<file path="src/hdl/itoa_pkg.sv">
`default_nettype none
// ----------------------------------------------------------------------------
// itoa_pkg
// Shared widths, constants, types and the digit-to-character function of the
// integer-to-ASCII converter.
// ----------------------------------------------------------------------------
package itoa_pkg;

	localparam int VALUE_BITS    = 31;
	localparam int MAX_DIGITS    = 32;
	localparam int RADIX_W       = 6;
	localparam int DIGIT_W       = 6;
	localparam int CHAR_W        = 7;

	localparam logic [RADIX_W-1:0] RADIX_RESET = RADIX_W'(10);
	localparam logic [RADIX_W-1:0] RADIX_MIN   = RADIX_W'(2);
	localparam logic [RADIX_W-1:0] RADIX_MAX   = RADIX_W'(36);

	// Quotient bits resolved per divider cycle.
	localparam int BITS_PER_STEP = 8;
	localparam int DIV_STEPS     = (VALUE_BITS + BITS_PER_STEP - 1) / BITS_PER_STEP;
	localparam int DIV_W         = DIV_STEPS * BITS_PER_STEP;
	localparam int STEP_W        = (DIV_STEPS > 1) ? $clog2(DIV_STEPS) : 1;

	localparam int CNT_W         = $clog2(MAX_DIGITS + 1);
	localparam int IDX_W         = $clog2(MAX_DIGITS);

	localparam int QUEUE_DEPTH   = 2;
	localparam int QPTR_W        = $clog2(QUEUE_DEPTH);
	localparam int QCNT_W        = $clog2(QUEUE_DEPTH + 1);

	localparam logic [CHAR_W-1:0]  CHAR_ZERO = CHAR_W'(48);
	localparam logic [CHAR_W-1:0]  CHAR_A    = CHAR_W'(65);
	localparam logic [DIGIT_W-1:0] DEC_MAX   = DIGIT_W'(9);
	localparam logic [CHAR_W-1:0]  DEC_BASE  = CHAR_W'(10);

	typedef struct packed {
		logic [VALUE_BITS-1:0] value;
		logic [RADIX_W-1:0]    base;
	} itoa_job_t;

	function automatic logic [CHAR_W-1:0] to_ascii(input logic [DIGIT_W-1:0] d);
		logic [CHAR_W-1:0] offs;
		offs = (d > DEC_MAX) ? (CHAR_A - DEC_BASE) : CHAR_ZERO;
		return CHAR_W'(d) + offs;
	endfunction

endpackage
`default_nettype wire

</file>
<file path="src/hdl/integer_to_ascii_radix.sv">
`default_nettype none
// ----------------------------------------------------------------------------
// integer_to_ascii_radix
// Converts non-negative integers to ASCII digit strings in a programmable
// base, most significant digit first, last character flagged.
// ----------------------------------------------------------------------------
// A value is taken when start is high and busy is low; a two-entry queue holds
// values waiting for the converter, and busy is high only while it is full.
// Each character comes out as one beat with result_valid high for exactly one
// cycle; the receiver cannot stall, so it must take every beat as it appears.
// A value of n digits occupies the converter for one pass of the shared
// restoring divider per digit (eight quotient bits per cycle over a 32-bit
// dividend) and one digit-store read per character. The radix must be
// written through cfg_we/cfg_wdata only while the block is idle; the block
// itself does not enforce this. Values below two act as two and values above
// 36 act as 36.
// ----------------------------------------------------------------------------
module integer_to_ascii_radix (
	input  wire logic                              clk,
	input  wire logic                              arst_n,
	input  wire logic                              cfg_we,
	input  wire logic [itoa_pkg::RADIX_W-1:0]      cfg_wdata,
	input  wire logic                              start,
	output logic                                   busy,
	input  wire logic [itoa_pkg::VALUE_BITS-1:0]   value,
	output logic                                   result_valid,
	output logic [itoa_pkg::CHAR_W-1:0]            digit_char,
	output logic                                   last_digit
);
	import itoa_pkg::*;

	itoa_job_t push_job;
	itoa_job_t pop_job;
	logic      q_push;
	logic      q_pop;
	logic      q_full;
	logic      q_empty;

	itoa_front u_front (
		.clk       (clk),
		.arst_n    (arst_n),
		.cfg_we    (cfg_we),
		.cfg_wdata (cfg_wdata),
		.start     (start),
		.value     (value),
		.q_full    (q_full),
		.q_push    (q_push),
		.q_wdata   (push_job)
	);

	itoa_queue u_queue (
		.clk    (clk),
		.arst_n (arst_n),
		.push   (q_push),
		.wdata  (push_job),
		.pop    (q_pop),
		.rdata  (pop_job),
		.full   (q_full),
		.empty  (q_empty)
	);

	itoa_back u_back (
		.clk          (clk),
		.arst_n       (arst_n),
		.q_empty      (q_empty),
		.q_rdata      (pop_job),
		.q_pop        (q_pop),
		.result_valid (result_valid),
		.digit_char   (digit_char),
		.last_digit   (last_digit)
	);

	assign busy = q_full;

	// Every emitted character is a decimal digit or an upper-case letter.
	assert property (@(posedge clk) disable iff (!arst_n)
		result_valid |-> ((digit_char >= CHAR_ZERO && digit_char <= CHAR_W'(57)) ||
			(digit_char >= CHAR_A && digit_char <= CHAR_W'(90))))
		else $error("digit_char outside 0-9 and A-Z");

	// The next number needs at least one divider pass, so a gap follows the last beat.
	assert property (@(posedge clk) disable iff (!arst_n)
		(result_valid && last_digit) |=> !result_valid)
		else $error("beat directly after the last character of a number");

	// The queue fills only through an accepted value.
	assert property (@(posedge clk) disable iff (!arst_n)
		$rose(busy) |-> $past(start))
		else $error("busy rose without an accepted value");

	// last_digit only ever marks a real beat.
	assert property (@(posedge clk) disable iff (!arst_n)
		last_digit |-> result_valid)
		else $error("last_digit without result_valid");

endmodule
`default_nettype wire

</file>
<file path="src/hdl/itoa_front.sv">
`default_nettype none
// ----------------------------------------------------------------------------
// itoa_front
// Holds the radix register, accepts input values and pushes each one with its
// clamped radix into the job queue.
// ----------------------------------------------------------------------------
module itoa_front (
	input  wire logic                          clk,
	input  wire logic                          arst_n,
	input  wire logic                          cfg_we,
	input  wire logic [itoa_pkg::RADIX_W-1:0]  cfg_wdata,
	input  wire logic                          start,
	input  wire logic [itoa_pkg::VALUE_BITS-1:0] value,
	input  wire logic                          q_full,
	output logic                               q_push,
	output itoa_pkg::itoa_job_t                q_wdata
);
	import itoa_pkg::*;

	logic [RADIX_W-1:0] radix_q;
	logic [RADIX_W-1:0] base;

	always_ff @(posedge clk or negedge arst_n) begin
		if (!arst_n) begin
			radix_q <= RADIX_RESET;
		end else if (cfg_we) begin
			radix_q <= cfg_wdata;
		end
	end

	// Bases below two would never terminate; bases above 36 run out of letters.
	always_comb begin
		if (radix_q < RADIX_MIN) begin
			base = RADIX_MIN;
		end else if (radix_q > RADIX_MAX) begin
			base = RADIX_MAX;
		end else begin
			base = radix_q;
		end
	end

	assign q_push        = start && !q_full;
	assign q_wdata.value = value;
	assign q_wdata.base  = base;

endmodule
`default_nettype wire

</file>
<file path="src/hdl/itoa_queue.sv">
`default_nettype none
// ----------------------------------------------------------------------------
// itoa_queue
// Short job queue between the front and the back, so that a new value can be
// taken while the previous one is still being converted.
// ----------------------------------------------------------------------------
module itoa_queue (
	input  wire logic                 clk,
	input  wire logic                 arst_n,
	input  wire logic                 push,
	input  wire itoa_pkg::itoa_job_t  wdata,
	input  wire logic                 pop,
	output itoa_pkg::itoa_job_t       rdata,
	output logic                      full,
	output logic                      empty
);
	import itoa_pkg::*;

	itoa_job_t           slot_q [QUEUE_DEPTH];
	logic [QPTR_W-1:0]   wr_ptr_q;
	logic [QPTR_W-1:0]   rd_ptr_q;
	logic [QCNT_W-1:0]   cnt_q;
	logic                do_push;
	logic                do_pop;

	assign full    = (cnt_q == QCNT_W'(QUEUE_DEPTH));
	assign empty   = (cnt_q == '0);
	assign do_push = push && !full;
	assign do_pop  = pop && !empty;
	assign rdata   = slot_q[rd_ptr_q];

	always_ff @(posedge clk) begin
		if (do_push) begin
			slot_q[wr_ptr_q] <= wdata;
		end
	end

	always_ff @(posedge clk or negedge arst_n) begin
		if (!arst_n) begin
			wr_ptr_q <= '0;
			rd_ptr_q <= '0;
			cnt_q    <= '0;
		end else begin
			if (do_push) begin
				wr_ptr_q <= (wr_ptr_q == QPTR_W'(QUEUE_DEPTH - 1)) ? '0 : wr_ptr_q + 1'b1;
			end
			if (do_pop) begin
				rd_ptr_q <= (rd_ptr_q == QPTR_W'(QUEUE_DEPTH - 1)) ? '0 : rd_ptr_q + 1'b1;
			end
			if (do_push && !do_pop) begin
				cnt_q <= cnt_q + 1'b1;
			end else if (do_pop && !do_push) begin
				cnt_q <= cnt_q - 1'b1;
			end
		end
	end

endmodule
`default_nettype wire

</file>
<file path="src/hdl/itoa_back.sv">
`default_nettype none
// ----------------------------------------------------------------------------
// itoa_back
// Converts one job: repeated division by the radix in a multi-cycle restoring
// divider, remainders kept in the digit store, then the digits read back most
// significant first and sent out as ASCII characters.
// ----------------------------------------------------------------------------
module itoa_back (
	input  wire logic                      clk,
	input  wire logic                      arst_n,
	input  wire logic                      q_empty,
	input  wire itoa_pkg::itoa_job_t       q_rdata,
	output logic                           q_pop,
	output logic                           result_valid,
	output logic [itoa_pkg::CHAR_W-1:0]    digit_char,
	output logic                           last_digit
);
	import itoa_pkg::*;

	localparam logic [1:0] ST_IDLE = 2'd0;
	localparam logic [1:0] ST_DIV  = 2'd1;
	localparam logic [1:0] ST_EMIT = 2'd2;

	logic [1:0]          state_q;
	logic [DIV_W-1:0]    work_q;
	logic [DIGIT_W-1:0]  rem_q;
	logic [RADIX_W-1:0]  base_q;
	logic [STEP_W-1:0]   step_q;
	logic [CNT_W-1:0]    cnt_q;
	logic [IDX_W-1:0]    rd_idx_q;

	logic [DIGIT_W-1:0]  digit_store [MAX_DIGITS];
	logic [DIGIT_W-1:0]  rd_digit_s1;
	logic                rd_valid_s1;
	logic                rd_last_s1;

	logic [DIV_W-1:0]    work_n;
	logic [DIGIT_W-1:0]  rem_n;
	logic                last_step;
	logic                div_done;
	logic                store_we;

	// One divider cycle resolves BITS_PER_STEP quotient bits, shifting them into
	// the low end of the working register as the dividend leaves the top.
	always_comb begin
		logic [DIGIT_W:0]   trial;
		logic [DIGIT_W-1:0] r;
		logic [DIV_W-1:0]   w;
		r = rem_q;
		w = work_q;
		for (int i = 0; i < BITS_PER_STEP; i++) begin
			trial = {r, w[DIV_W-1]};
			w     = {w[DIV_W-2:0], 1'b0};
			if (trial >= {1'b0, base_q}) begin
				trial = trial - {1'b0, base_q};
				w[0]  = 1'b1;
			end
			r = trial[DIGIT_W-1:0];
		end
		rem_n  = r;
		work_n = w;
	end

	assign q_pop     = (state_q == ST_IDLE) && !q_empty;
	assign last_step = (step_q == STEP_W'(DIV_STEPS - 1));
	assign store_we  = (state_q == ST_DIV) && last_step;
	// A zero quotient ends the digits; a zero input thus still yields one '0'.
	assign div_done  = (work_n == '0) || (cnt_q == CNT_W'(MAX_DIGITS - 1));

	always_ff @(posedge clk or negedge arst_n) begin
		if (!arst_n) begin
			state_q     <= ST_IDLE;
			step_q      <= '0;
			cnt_q       <= '0;
			rd_idx_q    <= '0;
			rd_valid_s1 <= 1'b0;
			rd_last_s1  <= 1'b0;
		end else begin
			rd_valid_s1 <= 1'b0;
			rd_last_s1  <= 1'b0;
			case (state_q)
				ST_IDLE: begin
					if (q_pop) begin
						state_q <= ST_DIV;
						step_q  <= '0;
						cnt_q   <= '0;
					end
				end
				ST_DIV: begin
					if (last_step) begin
						cnt_q  <= cnt_q + 1'b1;
						step_q <= '0;
						if (div_done) begin
							state_q  <= ST_EMIT;
							rd_idx_q <= cnt_q[IDX_W-1:0];
						end
					end else begin
						step_q <= step_q + 1'b1;
					end
				end
				ST_EMIT: begin
					rd_valid_s1 <= 1'b1;
					rd_last_s1  <= (rd_idx_q == '0);
					if (rd_idx_q == '0) begin
						state_q <= ST_IDLE;
					end else begin
						rd_idx_q <= rd_idx_q - 1'b1;
					end
				end
				default: begin
					state_q <= ST_IDLE;
				end
			endcase
		end
	end

	// Datapath registers of the divider.
	always_ff @(posedge clk) begin
		if (q_pop) begin
			work_q <= DIV_W'(q_rdata.value);
			base_q <= q_rdata.base;
			rem_q  <= '0;
		end else if (state_q == ST_DIV) begin
			if (last_step) begin
				rem_q <= '0;
			end else begin
				rem_q <= rem_n;
			end
			work_q <= work_n;
		end
	end

	always_ff @(posedge clk) begin
		if (store_we) begin
			digit_store[cnt_q[IDX_W-1:0]] <= rem_n;
		end
		rd_digit_s1 <= digit_store[rd_idx_q];
	end

	assign result_valid = rd_valid_s1;
	assign last_digit   = rd_last_s1;
	assign digit_char   = to_ascii(rd_digit_s1);

endmodule
`default_nettype wire
</file>
<file path="config.mk">
export PLATFORM = sky130hd
export DESIGN_NAME = integer_to_ascii_radix
export DESIGN_NICKNAME = d
export VERILOG_FILES = /design/src/hdl/itoa_pkg.sv /design/src/hdl/integer_to_ascii_radix.sv /design/src/hdl/itoa_front.sv /design/src/hdl/itoa_queue.sv /design/src/hdl/itoa_back.sv
export SDC_FILE = /design/constraint.sdc
export NUM_CORES = 1
export LEC_CHECK = 0
export ABC_CLOCK_PERIOD_IN_PS = 49500
export BUFFER_PORTS_ARGS = -buffer_cell sky130_fd_sc_hd__buf_2
export CAP_MARGIN = 15
export CELL_PAD_IN_SITES_DETAIL_PLACEMENT = 1
export CELL_PAD_IN_SITES_GLOBAL_PLACEMENT = 1
export CORE_UTILIZATION = 55
export CTS_CLUSTER_DIAMETER = 60
export DETAILED_ROUTE_END_ITERATION = 8
export GPL_TIMING_DRIVEN = 1
export PLACE_DENSITY_LB_ADDON = 0.1
export SKIP_LAST_GASP = 1
export SYNTH_ARGS = -nofsm -noshare
export SYNTH_HDL_FRONTEND = slang
export SYNTH_HIERARCHICAL = 1
export SYNTH_SLANG_ARGS = --single-unit
</file>
<file path="constraint.sdc">
create_clock -name clk -period 49.5 [get_ports clk]
set_input_delay 9.9 -clock clk [delete_from_list [all_inputs] [get_ports clk]]
set_output_delay 9.9 -clock clk [all_outputs]
set_load 0.1 [all_outputs]
</file>
Word-level counts from Yosys, hierarchy flattened --
Memory sizes are Yosys's and may differ from the RTL's. A register that Yosys moved wholly into a read port is not among the register bits. Index checks and enable logic that the tools add are counted.
Operators by class: add/subtract/negate cells 16, magnitude comparators 11, equality and inequality tests 10, multiplexer cells 47, reductions and logical operators 24
Operator list (number):
- two-way mux 6 bit | 13
- two-way mux 31 bit | 2
- >= comparator 7 x 6 -> 1 bit | 8
- subtractor 6 bit | 8
- zero test 32 bit | 1
- two-way mux 1 bit | 16
- two-way mux 2 bit | 8
- two-way mux 5 bit | 3
- one-hot mux 6 bit (2 select lines) | 1
- one-hot mux 5 bit (2 select lines) | 1
- AND reduction 4 bit | 2
- nonzero test 2 bit | 4
- adder 6 x 7 -> 7 bit | 1
- logical AND 1 bit | 7
- adder 6 x 1 -> 6 bit, second input constant | 1
- equality test 2 bit, second input constant | 3
- equality test 6 x 5 -> 1 bit, second input constant | 1
- > comparator 6 x 4 -> 1 bit, second input constant | 1
- > comparator 6 bit, second input constant | 1
- < comparator 6 x 2 -> 1 bit, second input constant | 1
- != test 2 x 1 -> 1 bit, second input constant | 3
- one-hot mux 2 bit (3 select lines) | 1
- zero test 5 bit | 1
- subtractor 5 x 1 -> 5 bit, second input constant | 1
- 12 further kinds | 19
Word-level totals: flip-flop bits (word level) 71, RAM bits 266, bits of input ports 41, output and inout bits 10, word-level logic and storage cells 124, memories kept 2
Memories:
- u_back.digit_store | depth 32, width 6, read ports 1, clocked after memory_dff 1, wr ports 1, line itoa_back.sv:32 | logic [DIGIT_W-1:0] digit_store [MAX_DIGITS];
- u_queue.slot_q | depth 2, width 37, read ports 1, clocked after memory_dff 0, wr ports 1, line itoa_queue.sv:19 | itoa_job_t slot_q [QUEUE_DEPTH];

Longest topological paths before layout --
Gate-level depths: netlist (run 1).
word-level depth 21, mapped depth 81, gate-level depth less buffers 78

Modules after synthesis --
The synthesis (run 1) kept the hierarchy.
By module, submodules not included:
- itoa_back | times used 1, cells an instance 928, area an instance 12992.5 um^2, sequential area each 7562.3 um^2
- itoa_queue | times used 1, cells an instance 134, area an instance 2949.1 um^2, sequential area each 2322.2 um^2
- itoa_front | times used 1, cells an instance 57, area an instance 541.8 um^2, sequential area each 152.6 um^2

Worst setup path after synthesis (run 1) --
OpenSTA, ideal clock, no wires.
path kind reg-to-reg, start point register u_back.base_q[1], end point memory u_back.digit_store[0][0], data pin, setup time 0.392 ns, data arrival time 15.809 ns, setup slack 33.298 ns, stages on the path, launching flop included 79, buffers on the path 3, period minus slack after synthesis 16.202 ns, path through edfxtp_1 > inv_1 > ha_1 > nand2_1 > o21ai_2 > a21o_1 > mux2_2 > inv_1 > ha_1 > nor2b_1 > o21a_1 > o21a_1 > nor3_2 > and2_4 > buf_6 > mux2_2 > inv_1 > ha_1 > [... 43 more ...] > ha_1 > nor2b_1 > o21ai_0 > nand2b_1 > a21o_1 > a21o_1 > nand2_1 > o2111ai_1 > mux2i_1 > ha_1 > a21oi_1 > o21bai_1 > a21o_1 > a21o_1 > o21bai_1 > a21o_1 > a221oi_4 > mux2i_1
On the way: cells in the longest elaborated chain, start to end 16
RTL lines:
- start, declared | line itoa_back.sv:27 | logic [RADIX_W-1:0] base_q;
- start signal, assigned | line itoa_back.sv:121 | base_q <= q_rdata.base;
- subtractor 6 bit / >= comparator 7 x 6 -> 1 bit (equally long branches) | line itoa_back.sv:55, itoa_back.sv:54
- two-way mux 6 bit | line itoa_back.sv:54 | if (trial >= {1'b0, base_q}) begin
- subtractor 6 bit / >= comparator 7 x 6 -> 1 bit (equally long branches) | line itoa_back.sv:55, itoa_back.sv:54
- two-way mux 6 bit | line itoa_back.sv:54
- subtractor 6 bit / >= comparator 7 x 6 -> 1 bit (equally long branches) | line itoa_back.sv:55, itoa_back.sv:54
- two-way mux 6 bit | line itoa_back.sv:54
- subtractor 6 bit / >= comparator 7 x 6 -> 1 bit (equally long branches) | line itoa_back.sv:55, itoa_back.sv:54
- two-way mux 6 bit | line itoa_back.sv:54
- subtractor 6 bit / >= comparator 7 x 6 -> 1 bit (equally long branches) | line itoa_back.sv:55, itoa_back.sv:54
- two-way mux 6 bit | line itoa_back.sv:54
- >= comparator 7 x 6 -> 1 bit / subtractor 6 bit (equally long branches) | line itoa_back.sv:54, itoa_back.sv:55
- two-way mux 6 bit | line itoa_back.sv:54
- subtractor 6 bit / >= comparator 7 x 6 -> 1 bit (equally long branches) | line itoa_back.sv:55, itoa_back.sv:54
- two-way mux 6 bit | line itoa_back.sv:54
- >= comparator 7 x 6 -> 1 bit (*) | line itoa_back.sv:54
- two-way mux 6 bit (*) | line itoa_back.sv:54
- via u_back.rem_n[0] | line itoa_back.sv:38 | logic [DIGIT_W-1:0] rem_n;
- end, declared | line itoa_back.sv:32
The timed path passes the listed nets; every way through them passes the cells marked *.

Worst setup path in the final report (run 1) --
start point register u_back.base_q[4], end point register u_back.rem_q[0]
On the way: cells in the longest elaborated chain, start to end 17
RTL lines:
- subtractor 6 bit / >= comparator 7 x 6 -> 1 bit (equally long branches) | line itoa_back.sv:55, itoa_back.sv:54
- two-way mux 6 bit | line itoa_back.sv:54
- subtractor 6 bit / >= comparator 7 x 6 -> 1 bit (equally long branches) | line itoa_back.sv:55, itoa_back.sv:54
- two-way mux 6 bit | line itoa_back.sv:54
- >= comparator 7 x 6 -> 1 bit / subtractor 6 bit (equally long branches) | line itoa_back.sv:54, itoa_back.sv:55
- two-way mux 6 bit | line itoa_back.sv:54
- subtractor 6 bit / >= comparator 7 x 6 -> 1 bit (equally long branches) | line itoa_back.sv:55, itoa_back.sv:54
- two-way mux 6 bit | line itoa_back.sv:54
- [... 2 more ...]
- subtractor 6 bit / >= comparator 7 x 6 -> 1 bit (equally long branches) | line itoa_back.sv:55, itoa_back.sv:54
- two-way mux 6 bit | line itoa_back.sv:54
- subtractor 6 bit / >= comparator 7 x 6 -> 1 bit (equally long branches) | line itoa_back.sv:55, itoa_back.sv:54
- two-way mux 6 bit | line itoa_back.sv:54
- >= comparator 7 x 6 -> 1 bit (*) | line itoa_back.sv:54
- two-way mux 6 bit (*) | line itoa_back.sv:54
- via u_back.rem_n[0] | line itoa_back.sv:38
- two-way mux 6 bit (*) | line itoa_back.sv:124 | if (last_step) begin
- end signal, assigned | line itoa_back.sv:127 | rem_q <= rem_n;
- end, declared | line itoa_back.sv:26 | logic [DIGIT_W-1:0] rem_q;
Marks and branches as above. A chain may end at the register's enable or synchronous reset.

==> results of run 1 <==
## logic make-up after synthesis
kind of cell,count (synthesis)
XOR/XNOR,36
adder cells (fa/ha/maj),69
multiplexers,141
AO/OA/AOI/OAI,145
flip-flops,343
AND/OR/NAND/NOR,260
buffers and inverters,125
## per-layer routing
layer,GRT usage,wire [um]
met2,0.4028,17770
met5,0,0
met1,0.3820,17720
met4,0.05580,634
met3,0.03503,1939
## Yosys cell counts, types with 5 or more instances
cell type	number	area, sq um
sky130_fd_sc_hd__o21a_1	9	67.56
sky130_fd_sc_hd__a21o_1	17	127.6
sky130_fd_sc_hd__or3_1	6	37.54
sky130_fd_sc_hd__xnor2_1	23	201.4
sky130_fd_sc_hd__edfxtp_1	303	9099
sky130_fd_sc_hd__mux2_2	42	473.0
sky130_fd_sc_hd__nor2_1	71	266.5
sky130_fd_sc_hd__mux2i_1	10	100.1
sky130_fd_sc_hd__ha_1	59	738.2
sky130_fd_sc_hd__mux4_2	60	1351
sky130_fd_sc_hd__fa_1	9	180.2
sky130_fd_sc_hd__nand2_1	109	409.1
sky130_fd_sc_hd__clkbuf_1	30	112.6
sky130_fd_sc_hd__inv_1	54	202.7
sky130_fd_sc_hd__mux2_4	24	360.4
sky130_fd_sc_hd__a21oi_1	35	175.2
sky130_fd_sc_hd__and3_1	5	31.28
sky130_fd_sc_hd__nor4_1	6	37.54
sky130_fd_sc_hd__nand3_1	7	35.03
sky130_fd_sc_hd__dfxtp_1	13	260.3
sky130_fd_sc_hd__dfrtp_1	25	625.6
sky130_fd_sc_hd__buf_6	5	56.30
sky130_fd_sc_hd__a22o_1	8	70.07
sky130_fd_sc_hd__xor2_1	13	113.9
sky130_fd_sc_hd__nand3b_1	5	37.54
sky130_fd_sc_hd__and2_1	5	31.28
sky130_fd_sc_hd__buf_4	31	232.7
sky130_fd_sc_hd__mux2_1	5	56.30
sky130_fd_sc_hd__nor3_1	7	35.03
sky130_fd_sc_hd__o21ai_0	29	145.1
sky130_fd_sc_hd__nand2b_1	5	31.28
sky130_fd_sc_hd__nor2b_1	13	81.33
## through the flow
step | instances | setup WS, ns
finish | 1565 | 30.53
global placement | 1498 | 31.65
CTS | 1565 | 30.66
detailed placement | 1498 | 30.82
floorplan | 1119 | 33.30
global route | 1565 | 29.16
## cell usage in the layout, fill, tap and decap left out, types with 8 or more instances in the layout
master	Yosys	final
sky130_fd_sc_hd__nor2b_1	13	13
sky130_fd_sc_hd__o21a_1	9	9
sky130_fd_sc_hd__nand2_1	109	109
sky130_fd_sc_hd__edfxtp_1	303	303
sky130_fd_sc_hd__clkbuf_1	30	12
sky130_fd_sc_hd__nor2_1	71	70
sky130_fd_sc_hd__buf_4	31	9
sky130_fd_sc_hd__mux2_4	24	24
sky130_fd_sc_hd__inv_1	54	54
sky130_fd_sc_hd__a21o_1	17	17
sky130_fd_sc_hd__fa_1	9	9
sky130_fd_sc_hd__a22o_1	8	8
sky130_fd_sc_hd__mux4_2	60	60
sky130_fd_sc_hd__clkbuf_16	0	37
sky130_fd_sc_hd__xor2_1	13	13
sky130_fd_sc_hd__xnor2_1	23	23
sky130_fd_sc_hd__mux2i_1	10	9
sky130_fd_sc_hd__ha_1	59	59
sky130_fd_sc_hd__dfrtp_1	25	22
sky130_fd_sc_hd__dfxtp_1	13	13
sky130_fd_sc_hd__buf_2	3	50
sky130_fd_sc_hd__mux2_2	42	42
sky130_fd_sc_hd__o21ai_0	29	29
sky130_fd_sc_hd__a21oi_1	35	35
## final timing paths
kind                                               from                             end  slack (ns)  cells past startpoint
max                          u_back/base_q[4]$_DFFE_PP_    u_back/rem_q[0]$_SDFFE_PP0P_       30.53                     75
min                        u_back/step_q[0]$_DFFE_PN0P_    u_back/step_q[0]$_DFFE_PN0P_        0.50                      1
max reg2reg                  u_back/base_q[4]$_DFFE_PP_    u_back/rem_q[0]$_SDFFE_PP0P_       30.53                     75
min reg2reg                u_back/step_q[0]$_DFFE_PN0P_    u_back/step_q[0]$_DFFE_PN0P_        0.50                      1
max in group asynchronous                        arst_n  u_back/rd_idx_q[0]$_DFFE_PN0P_       39.65                      1
min in group asynchronous                        arst_n     u_back/cnt_q[2]$_DFFE_PN0P_        9.40                      1
## where the power goes
part           total, mW  internal (mW)  switching [mW]  leakage (nW)
clock network      0.274          0.164           0.110         0.585
logic             0.0295         0.0109          0.0186          2.87
registers          0.336          0.331         0.00558          3.22
total              0.640          0.505           0.134          6.67
## sequential cells by signal, summed over array words and instances, names as in the netlist, 2 cells and up
signal / count
u_back/step_q: 2
u_back/base_q: 6
u_queue/slot_q: 74
u_front/radix_q: 6
u_back/cnt_q: 6
u_back/work_q: 32
u_back/state_q: 2
u_queue/cnt_q: 2
u_back/digit_store: 192
u_back/rem_q: 6
u_back/rd_idx_q: 5
u_back/rd_digit_s1: 6
## worst max-delay path, delay by kind of cell, from the launching register on
family | cells | cell delay [ns]
AO/OA/AOI/OAI | 38 | 9.16
multiplexers | 7 | 3.16
AND/OR/NAND/NOR | 15 | 2.67
adder cells (fa/ha/maj) | 8 | 2.34
buffers and inverters | 7 | 1.16
flip-flops | 1 | 0.38
## final cells by class
type / instances / share of cell area
Clock buffer: 51 / 0.05520
Multi-Input combinational cell: 651 / 0.3224
Inverter: 55 / 0.01141
Timing Repair Buffer: 59 / 0.01757
Sequential cell: 343 / 0.5551
Tap cell: 390 / 0.02698
Clock inverter: 16 / 0.01134
==> summary.md, run 1 <==
The period utilization was 0.3832. The number of gates resized after CTS was 0. Summed over all layers, the routed wires come to 38.06 mm.

The run gives 52.72 MHz as the maximum operating frequency. The synthesized area per cell was 14.73 sq um. Initial core utilization: 0.5576. After routing, the total negative slack on setup checks comes to 0 ns. The run gives 3 as the worst-case clock buffer depth. The flow ran to the end, and the final reports show no timing, DRC or antenna violations. The tightest min-delay check is of the register to register type. For the largest net degree at the start of global routing, the log shows 51.

The adder and majority gate portion of the synthesized area is 0.05640. STA classifies the critical path endpoint as a register. Measured along the x axis, the die boundary spans 175.1 um. The async set-reset flop share out of synthesis was 0.07872; the first-pass GRT wire length was 58.88 mm.

Hold slack: 0.4977 ns. The tree built by TritonCTS fans out to 343 sinks. The die outline area is 0.03067 sq mm, and the last weighted congestion value of the routability-driven placer is 0.9339. The detailed router finished its first iteration with 678 violations. The run gives 9971 as the via count of the first global-routing pass.

The unique cell type count in the Yosys netlist came out at 78. Clock-pin slew was measured on the worst setup and hold paths at 0.06 ns. The worst max-slew margin expressed relative to the limit is 0.2539, and the number of enable-type register cells in the synthesized netlist is 303. The first TritonRoute pass finished after 6 iterations.

The peak fanout along the critical path was 18. For this run, the post-layout net count is 1256. The data arrival at the endpoint of the critical path came out at 19.44 ns.

After synthesis the netlist holds a flip-flop and latch count of 343. The global-route usage over all layers is 0.2560, and the number of buffers created by CTS is 37. Relative to the synthesized area, the layout overhead comes to 9.731%. 51 I/O pins were placed. Dividing total power by cell area gives a power density of 35.36 mW/mm^2.

The logs give 0 for the count of nets left with antenna violations after detail routing and 0 for the final number of max-transition violations. The vertical extent of the die came out at 175.1 um. The kind of start point of the critical path is a register. The compound-gate portion of the synthesized area was 0.06217. The detailed-placement wirelength estimate is 25.68 mm, and the fraction of final layout cells with drive strength greater than 1 is 0.2213. The slowest stage of the critical path belongs to the cell sky130_fd_sc_hd__mux2i_2. The fraction of synthesized area in multiplexers is 0.1420. For the setup clock skew after layout, the log shows 0.01548 ns. The total via count in the routed design is 9377. The H-tree was split into 2 levels. In the final layout, flip-flops and latches occupy 0.01004 sq mm. Row generation in the floorplan step produced 63 rows. The delay contributed by the slowest stage of the critical path is 0.89 ns, and the count of yosys warnings during synthesis is 6.

After detailed routing, the number of remaining DRC violations is 0. Final core utilization: 0.6119. For the worst setup path, the data required time is 49.97 ns. For the post-detailed-placement cell area, the log shows 0.01688 sq mm. The number of max-cap violations came out at 0.

The gate count of the mapped netlist is 1119, and the initial antenna violation count is 2. The total overflow left after global routing is 0. The final total power was 639.5 uW; the maximum vdd ir drop was 41.17 uV. The clock root buffer is sky130_fd_sc_hd__clkbuf_16.

The logs give 0 for the buffer count from post-CTS setup fixing and 0.53 ns for the clock network latency to the later pin of the worst-skew pair. The area of all placed cells without fillers is 0.01809 sq mm. When the netlist entered floorplanning its net count stood at 1228.

Setup repair after global routing left no endpoint under its margin. The post-synthesis share of cell area spent on xor and xnor gates works out to 0.01913. In this run the static leakage power is 6.665 nW. The via count normalized by instance count works out to 5.992. The final period demand of the worst path came out at 18.97 ns.

Path type of the worst setup path: register to register. The average wire per cell in the routed design works out to 24.32 um. For the pin with the worst max-slew slack, the measured transition is 1.117 ns. The tools report the final-report setup violation count as 0. For the area used by multi-input combinational logic, the log shows 0.005831 sq mm.

Leading register cell type out of synthesis: sky130_fd_sc_hd__edfxtp_1. The number of antenna diodes in the final layout is 0. The sequential fraction of the synthesis area was 0.6089. The number of hold violations in the final report is 0. The core area was 0.02956 sq mm; the area of the mapped netlist was 0.01648 sq mm. During placement, the flow inserted port buffers numbering 50. The post-synthesis simple-gate area fraction is 0.07333. For the number of hold buffers added after cts, the log shows 0. After synthesis, the largest family of logic cells by area is multiplexers.

TritonCTS built the clock tree. Fill cells in the final layout number 2768.
(Power assumes the default switching activity.)
==> inputs of run 2 (changes only) <==
Settings changed: ABC_CLOCK_PERIOD_IN_PS 49500 to 15400, CORE_UTILIZATION 55 to 48.
Clock period 49.5 ns to 15.4 ns, I/O delays scaled along.
==> summary.md, run 2 (synthesis results as in run 1) <==
The period utilization was 0.9796 (+0.5964). The logs give 51 (unchanged) for the largest net degree at the start of global routing and 15.54 ns (-3.90 ns) for the data arrival at the endpoint of the critical path. Maximum level of the CTS H-tree: 2 (unchanged).

In this run the critical register-to-register path is launched from u_back/base_q[5]$_DFFE_PP_. The hold slack is 0.4725 ns (-0.02517 ns). The number of hold violations in the final report is 0 (unchanged), and the detailed-placement wirelength estimate is 25.66 mm (about the same). The vertical extent of the die works out to 187.3 um (+7.0%). In the layout the commonest cells are 303 x sky130_fd_sc_hd__edfxtp_1, 106 x sky130_fd_sc_hd__nand2_1, 80 x sky130_fd_sc_hd__buf_4. For the core area, the log shows 0.03370 sq mm (+14%).

The via count of the first global-routing pass is 10090 (+1.2%). The tools report the number of iterations in the first detailed-routing pass as 5 (-1). The met2 capacity usage during global routing came out at 0.3507 (-0.05205). The die outline area was 0.03509 sq mm (+14%); the number of flip-flops under the largest register name was 192 (unchanged).

The leakage power of the design was 7.276 nW (+9.2%). The worst setup slack for register-to-register paths was 0.31 ns (-30.22 ns); the via count normalized by instance count was 5.758 (-3.9%). The met3 usage came out at 0.03959 (+0.004557). The total clock sinks is 343 (unchanged), and the number of port buffers is 50 (unchanged).

The minimum setup slack in the final design is 0.3148 ns (-30.22 ns), and the starting DRC count in detailed routing is 622 (-8.3%). The most frequent cell on the critical path is sky130_fd_sc_hd__o21ai_1. The delay contributed by the slowest stage of the critical path is 0.57 ns (-0.32 ns), and the maximum operating frequency is 66.29 MHz (+26%).

The flow ran to the end, and the final reports show no timing, DRC or antenna violations. Total via count in the routed design: 9857 (+5.1%). The overall die width is 187.3 um (+7.0%). The post-placement cell count came out at 1590 (+6.1%).

The slew at the pin closest to its max-slew limit was 1.073 ns (-0.04357 ns). The remaining routing DRC violations is 0 (unchanged), and the hold-critical path depth is 2 (+1). Number of I/O pins: 51 (unchanged).

The worst setup path is of the register to register kind. The min-delay analysis places its worst path in the category register to register. For the number of buffers created by CTS, the log shows 38 (+2.7%). Kind of start point of the critical path: a register.

The number of antenna diodes was 0 (unchanged). The number of cells on the worst reg-to-reg path came out at 78 (+4.0%). The average wire per cell in the routed design is 24.03 um (-1.2%).

Clock network latency to the later pin of the worst-skew pair: 0.56 ns (+0.03 ns). The clock slew at the register clock pins of the worst setup and hold paths works out to 0.06 ns (about the same). The most common cell after layout, fill and taps aside is sky130_fd_sc_hd__edfxtp_1. The tools report the routing usage on met1 as 0.3303 (-0.05174). The global-route usage over all layers is 0.2255 (-0.03050). In this run the worst setup path begins at u_back/base_q[5]$_DFFE_PP_. The setup clock skew after layout was 0.03000 ns (+0.01452 ns). The final number of max-transition violations was 0 (unchanged). For the setup slack after placement, the log shows -0.7373 ns (-31.56 ns).

The final standard cell count with taps included and fillers excluded came out at 1712 (+9.4%). The worst-case clock buffer depth was 3 (unchanged); the initial core utilization was 0.4891 (-0.06851). For the residual overflow from global routing, the log shows 0 (unchanged). CTS placed an instance of sky130_fd_sc_hd__clkbuf_16 at the clock tree root.

The standard cell with the maximum stage delay on the critical path was sky130_fd_sc_hd__or4_4. The maximum vdd ir drop was 109.8 uV (+170%). The peak fanout along the critical path is 5 (-13).

STA classifies the critical path endpoint as a register. The area added between synthesis and finish was 17.49%; the required time reported for the critical path endpoint was 15.86 ns (-34.11 ns). The tools report the worst max-slew margin expressed relative to the limit as 0.2822 (+0.02839). TritonCTS built the clock tree. The path with the worst hold slack has its endpoint at u_back/work_q[31]$_SDFFE_PP0P_.

The layer flagged by global routing as most heavily used is met2. The number of max-cap violations was 0 (unchanged). The worst hold path begins at u_back/work_q[23]$_DFFE_PP_. The final period demand of the worst path was 15.09 ns (-3.883 ns); the first-pass GRT wire length was 59.81 mm (+1.6%). The final core utilization is 0.5747 (-0.03723), and the final total power is 2.122 mW (+230%). The worst register-to-register path ends at u_back/rd_idx_q[4]$_DFFE_PN0P_.

The last weighted congestion value of the routability-driven placer is 0.8534 (-8.6%). The power per cell area came out at 109.6 mW/mm^2 (+210%). Final layout net count: 1343 (+6.9%). The tools report the number of core rows as 67 (+6.3%). The run gives 0 (unchanged) as the count of nets left with antenna violations after detail routing. The fraction of final layout cells with drive strength greater than 1 was 0.3172 (+0.09597); the final-report setup violation count was 0 (unchanged).

The total detailed-routing wirelength was 41.14 mm (+8.1%). The tools report the initial antenna violation count as 3 (+1).
-- run 2: cell types whose count changed in the layout (fill, tap and decap cells not counted), moves of 9 or more --
| cell | before | now |
|---|---|---|
| sky130_fd_sc_hd__o21ai_0 | 29 | 20 |
| sky130_fd_sc_hd__mux2_4 | 24 | 41 |
| sky130_fd_sc_hd__mux2_2 | 42 | 33 |
| sky130_fd_sc_hd__buf_4 | 9 | 80 |
-- run 2: how the worst max path moves through the flow --
stage	endpoint	slack, ns	cells past startpoint
5_1_grt	u_back/rd_idx_q[4]$_DFFE_PN0P_	-0.27	79
3_5_place_dp	u_back/rem_q[5]$_SDFFE_PP0P_	-0.74	76
4_1_cts	u_back/rd_idx_q[4]$_DFFE_PN0P_	0.01	78
2_1_floorplan	u_back/rem_q[3]$_SDFFE_PP0P_	0.07	79
3_3_place_gp	u_back/rem_q[1]$_SDFFE_PP0P_	-0.14	75
6_report	u_back/rd_idx_q[4]$_DFFE_PN0P_	0.31	78
-- run 2: metrics by stage --
stage	area, sq um	setup TNS [ns]
CTS	18700	0
finish	19370	0
floorplan	16510	0
global placement	17230	-17.24
global route	19370	-12.32
detailed placement	17230	-133.71
-- run 2: cell type report --
type	count	area, sq um
Inverter	55	209.0
Fill cell	3187	14330
Timing Repair Buffer	136	962.2
Tap cell	448	560.5
Multi-Input combinational cell	660	6260
Sequential cell	343	10040
Clock inverter	19	252.7
Clock buffer	51	1080
-- run 2: critical path, delay by kind of cell (launching register included) --
| family | cells | cell delay, ns |
|---|---|---|
| AND/OR/NAND/NOR | 18 | 3.10 |
| multiplexers | 7 | 2.28 |
| flip-flops | 1 | 0.35 |
| adder cells (fa/ha/maj) | 8 | 1.80 |
| AO/OA/AOI/OAI | 35 | 6.41 |
| buffers and inverters | 10 | 1.03 |
-- run 2: routing by layer --
layer  routed length [um]  vias up  share of wire
met5                    0        -              0
met4                  878        0          0.021
met3                 2543       68          0.062
met2                19130      280           0.46
met1                18590     5060           0.45
li1                     -     4449              -
-- run 2: report_power, final --
part	total (mW)	internal [mW]	leakage, nW	switching [mW]
clock network	0.944	0.566	0.649	0.378
logic	0.0977	0.0374	3.41	0.0602
registers	1.08	1.06	3.22	0.0176
total	2.12	1.67	7.28	0.456
-- run 2: timing repair --
action / in CTS / in global routing
cloned: 0 / 11
pin swaps: 8 / 41
endpoints found under the hold margin: 0 / 0
hold buffers: 0 / 0
setup endpoints to repair: 206 / 206
resized for setup: 24 / 60
setup buffers: 8 / 32
==> inputs of run 3 (changes only) <==
Settings changed: CORE_UTILIZATION 48 to 31.
==> summary.md, run 3 (synthesis results as in run 1) <==
The number of buffers created by CTS was 41 (+7.9%); the leakage power of the design was 7.074 nW (-2.8%). The final period demand of the worst path was 14.70 ns (-0.3900 ns); the final number of max-transition violations was 0 (unchanged). Beginning of the critical path: u_back/base_q[5]$_DFFE_PP_. The maximum vdd ir drop is 113.3 uV (+3.2%).

The clock network latency to the later pin of the worst-skew pair is 0.57 ns (about the same), and the worst-case clock buffer depth is 3 (unchanged). The run finished with clean final reports. The logs give 0 (unchanged) for the residual overflow from global routing and 62.85 mm (+5.1%) for the first-pass GRT wire length. The vertical extent of the die was 232.6 um (+24%); the final standard cell count with taps included and fillers excluded was 1942 (+13%).

For the number of max-cap violations, the log shows 0 (unchanged). The hold slack is 0.4720 ns (-0.0004900 ns), and the sum of negative setup slack is 0 ns (unchanged). The core area was 0.05255 sq mm (+56%); the via count normalized by instance count was 4.887 (-15%).

The initial core utilization was 0.3137 (-0.1755). The peak fanout along the critical path works out to 7 (+2). The logs give 2.067 mW (-2.6%) for the final total power and 0.1559 (-0.06957) for the global-route usage over all layers. Number of core rows: 84 (+25%). The logs give 1331 (-0.89%) for the final layout net count and 0.01004 sq mm (about the same) for the sequential cell area. The root buffer cell chosen for the clock tree is sky130_fd_sc_hd__clkbuf_16.

The logs give 0 (unchanged) for the number of hold buffers added after cts and 20.38 mm (+9.6%) for the routed length on met1. The element type at the critical path end was a register. The last weighted congestion value of the routability-driven placer came out at 0.8299 (-2.8%). The detailed-placement wirelength estimate was 27.36 mm (+6.6%). The number of antenna diodes was 0 (unchanged).

The tools report the number of I/O pins as 51 (unchanged). Power per cell area: 106.9 mW/mm^2 (-2.4%). For the wire length on met3, the log shows 1.535 mm (-40%). Leaving out fill and tap cells, the most frequent cell in the layout is sky130_fd_sc_hd__edfxtp_1. The average wire per cell in the routed design was 21.22 um (-12%); the total via count in the routed design was 9491 (-3.7%).

The tools report the met2 wirelength from detailed routing as 18.37 mm (-4.0%). The remaining routing DRC violations was 0 (unchanged). The tools report the maximum operating frequency as 68.05 MHz (+2.7%). Slew at the pin closest to its max-slew limit: 0.9623 ns (-0.1107 ns). The setup clock skew after layout came out at 0.02965 ns (-0.0003540 ns). The number of iterations in the first detailed-routing pass is 4 (-1), and the number of flip-flops under the largest register name is 192 (unchanged). The run gives 0 (unchanged) as the number of hold violations in the final report. The period utilization came out at 0.9542 (-0.02532). The logs give 449 (-28%) for the starting DRC count in detailed routing and 1835 (+15%) for the post-placement cell count. The min-delay analysis places its worst path in the category register to register. The run gives 0 (unchanged) as the final-report setup violation count. In the layout the commonest cells are 303 x sky130_fd_sc_hd__edfxtp_1, 108 x sky130_fd_sc_hd__nand2_1, 77 x sky130_fd_sc_hd__buf_4.

For the worst max-slew margin expressed relative to the limit, the log shows 0.3585 (+0.07622). The final core utilization is 0.3680 (-0.2066), and the initial antenna violation count is 1 (-2). The fraction of final layout cells with drive strength greater than 1 was 0.2982 (-0.01900). The delay contributed by the slowest stage of the critical path came out at 0.57 ns (about the same).

Die outline area: 0.05410 sq mm (+54%). Area used by multi-input combinational logic: 0.006122 sq mm (-2.2%). The area added between synthesis and finish works out to 17.34%.

The launching point of the worst reg2reg path is u_back/base_q[5]$_DFFE_PP_. The tools report the number of fill cells as 5398 (+69%). The largest net degree at the start of global routing was 51 (unchanged); the clock slew at the register clock pins of the worst setup and hold paths was 0.06 ns (about the same). The tools report the origin of the worst min-delay path as u_queue/rd_ptr_q$_DFFE_PN0P_. The total clock sinks was 343 (unchanged); the required time reported for the critical path endpoint was 15.83 ns (-0.03 ns).

In this run the top signal layer used is met4. The via count of the first global-routing pass was 10150 (+0.59%). TritonCTS built the clock tree. On the critical path, the stage with the largest delay is an instance of sky130_fd_sc_hd__or4_4.

The number of port buffers is 50 (unchanged). The worst setup path is launched from a register. The tools report the total detailed-routing wirelength as 41.20 mm (+0.15%).

The run gives 2 (unchanged) as the maximum level of the CTS H-tree. The worst setup path is of the register to register kind. The count of nets left with antenna violations after detail routing was 0 (unchanged); the overall die width was 232.6 um (+24%). The data arrival at the endpoint of the critical path is 15.12 ns (-0.42 ns).
[run 3: cell types whose count changed in the layout (fill, tap and decap cells not counted), sizes merged]
cell / delta
mux2: -9
inv: +2
clkbuf: +11
clkinvlp: -1
clkinv: -4
buf: -5
bufinv: -4
[run 3: area by class of cell]
type                    instances  share of cell area
flip-flops and latches        343              0.5193
repair buffers                130             0.04503
well taps                     688             0.04451
clock inverters                12            0.006016
multi-input cells             651              0.3165
inverters                      55             0.01080
clock buffers                  63             0.05783
[run 3: repair_timing]
action	in CTS	in global routing
endpoints found under the setup margin	206	206
gates resized for setup	12	60
pin swaps	3	38
buffers inserted	4	28
[run 3: worst max-delay path: cells and delay by family, from the launching register on]
kind	cells	cell delay [ns]
AOI/OAI and AO/OA	33	6.00
adders and majority gates	8	2.01
buffers and inverters	11	1.09
DFF	1	0.36
muxes	6	1.86
and+or+nand+nor	18	3.21
[run 3: per-layer routing]
layer,vias up,track usage
met1,4881,0.2293
li1,4400,-
met2,145,0.2350
met4,0,0.04330
met3,65,0.02684
met5,-,0
[run 3: per-stage QoR]
stage               worst slack [ns]  instance area (sq um)
floorplan                    0.06975                  16510
global placement             -0.1347                  17590
detailed placement           -0.4759                  17590
CTS                         -0.01875                  18900
global route                 -0.1016                  19340
finish                        0.7048                  19340
[run 3: final timing paths]
check | depth (start not counted) | end | slack, ns
max in group asynchronous | 1 | u_back/rd_idx_q[0]$_DFFE_PN0P_ | 12.35
worst max-delay path | 76 | u_back/rd_idx_q[0]$_DFFE_PN0P_ | 0.70
min in group asynchronous | 1 | u_back/result_valid$_DFF_PN0_ | 2.54
worst max register to register | 76 | u_back/rd_idx_q[0]$_DFFE_PN0P_ | 0.70
worst min register to register | 1 | u_queue/rd_ptr_q$_DFFE_PN0P_ | 0.47
worst min-delay path | 1 | u_queue/rd_ptr_q$_DFFE_PN0P_ | 0.47
[run 3: where the power goes]
group          switching, mW  internal (mW)
logic                 0.0601         0.0351
registers             0.0166           1.06
clock network          0.386          0.507
total                  0.462           1.60
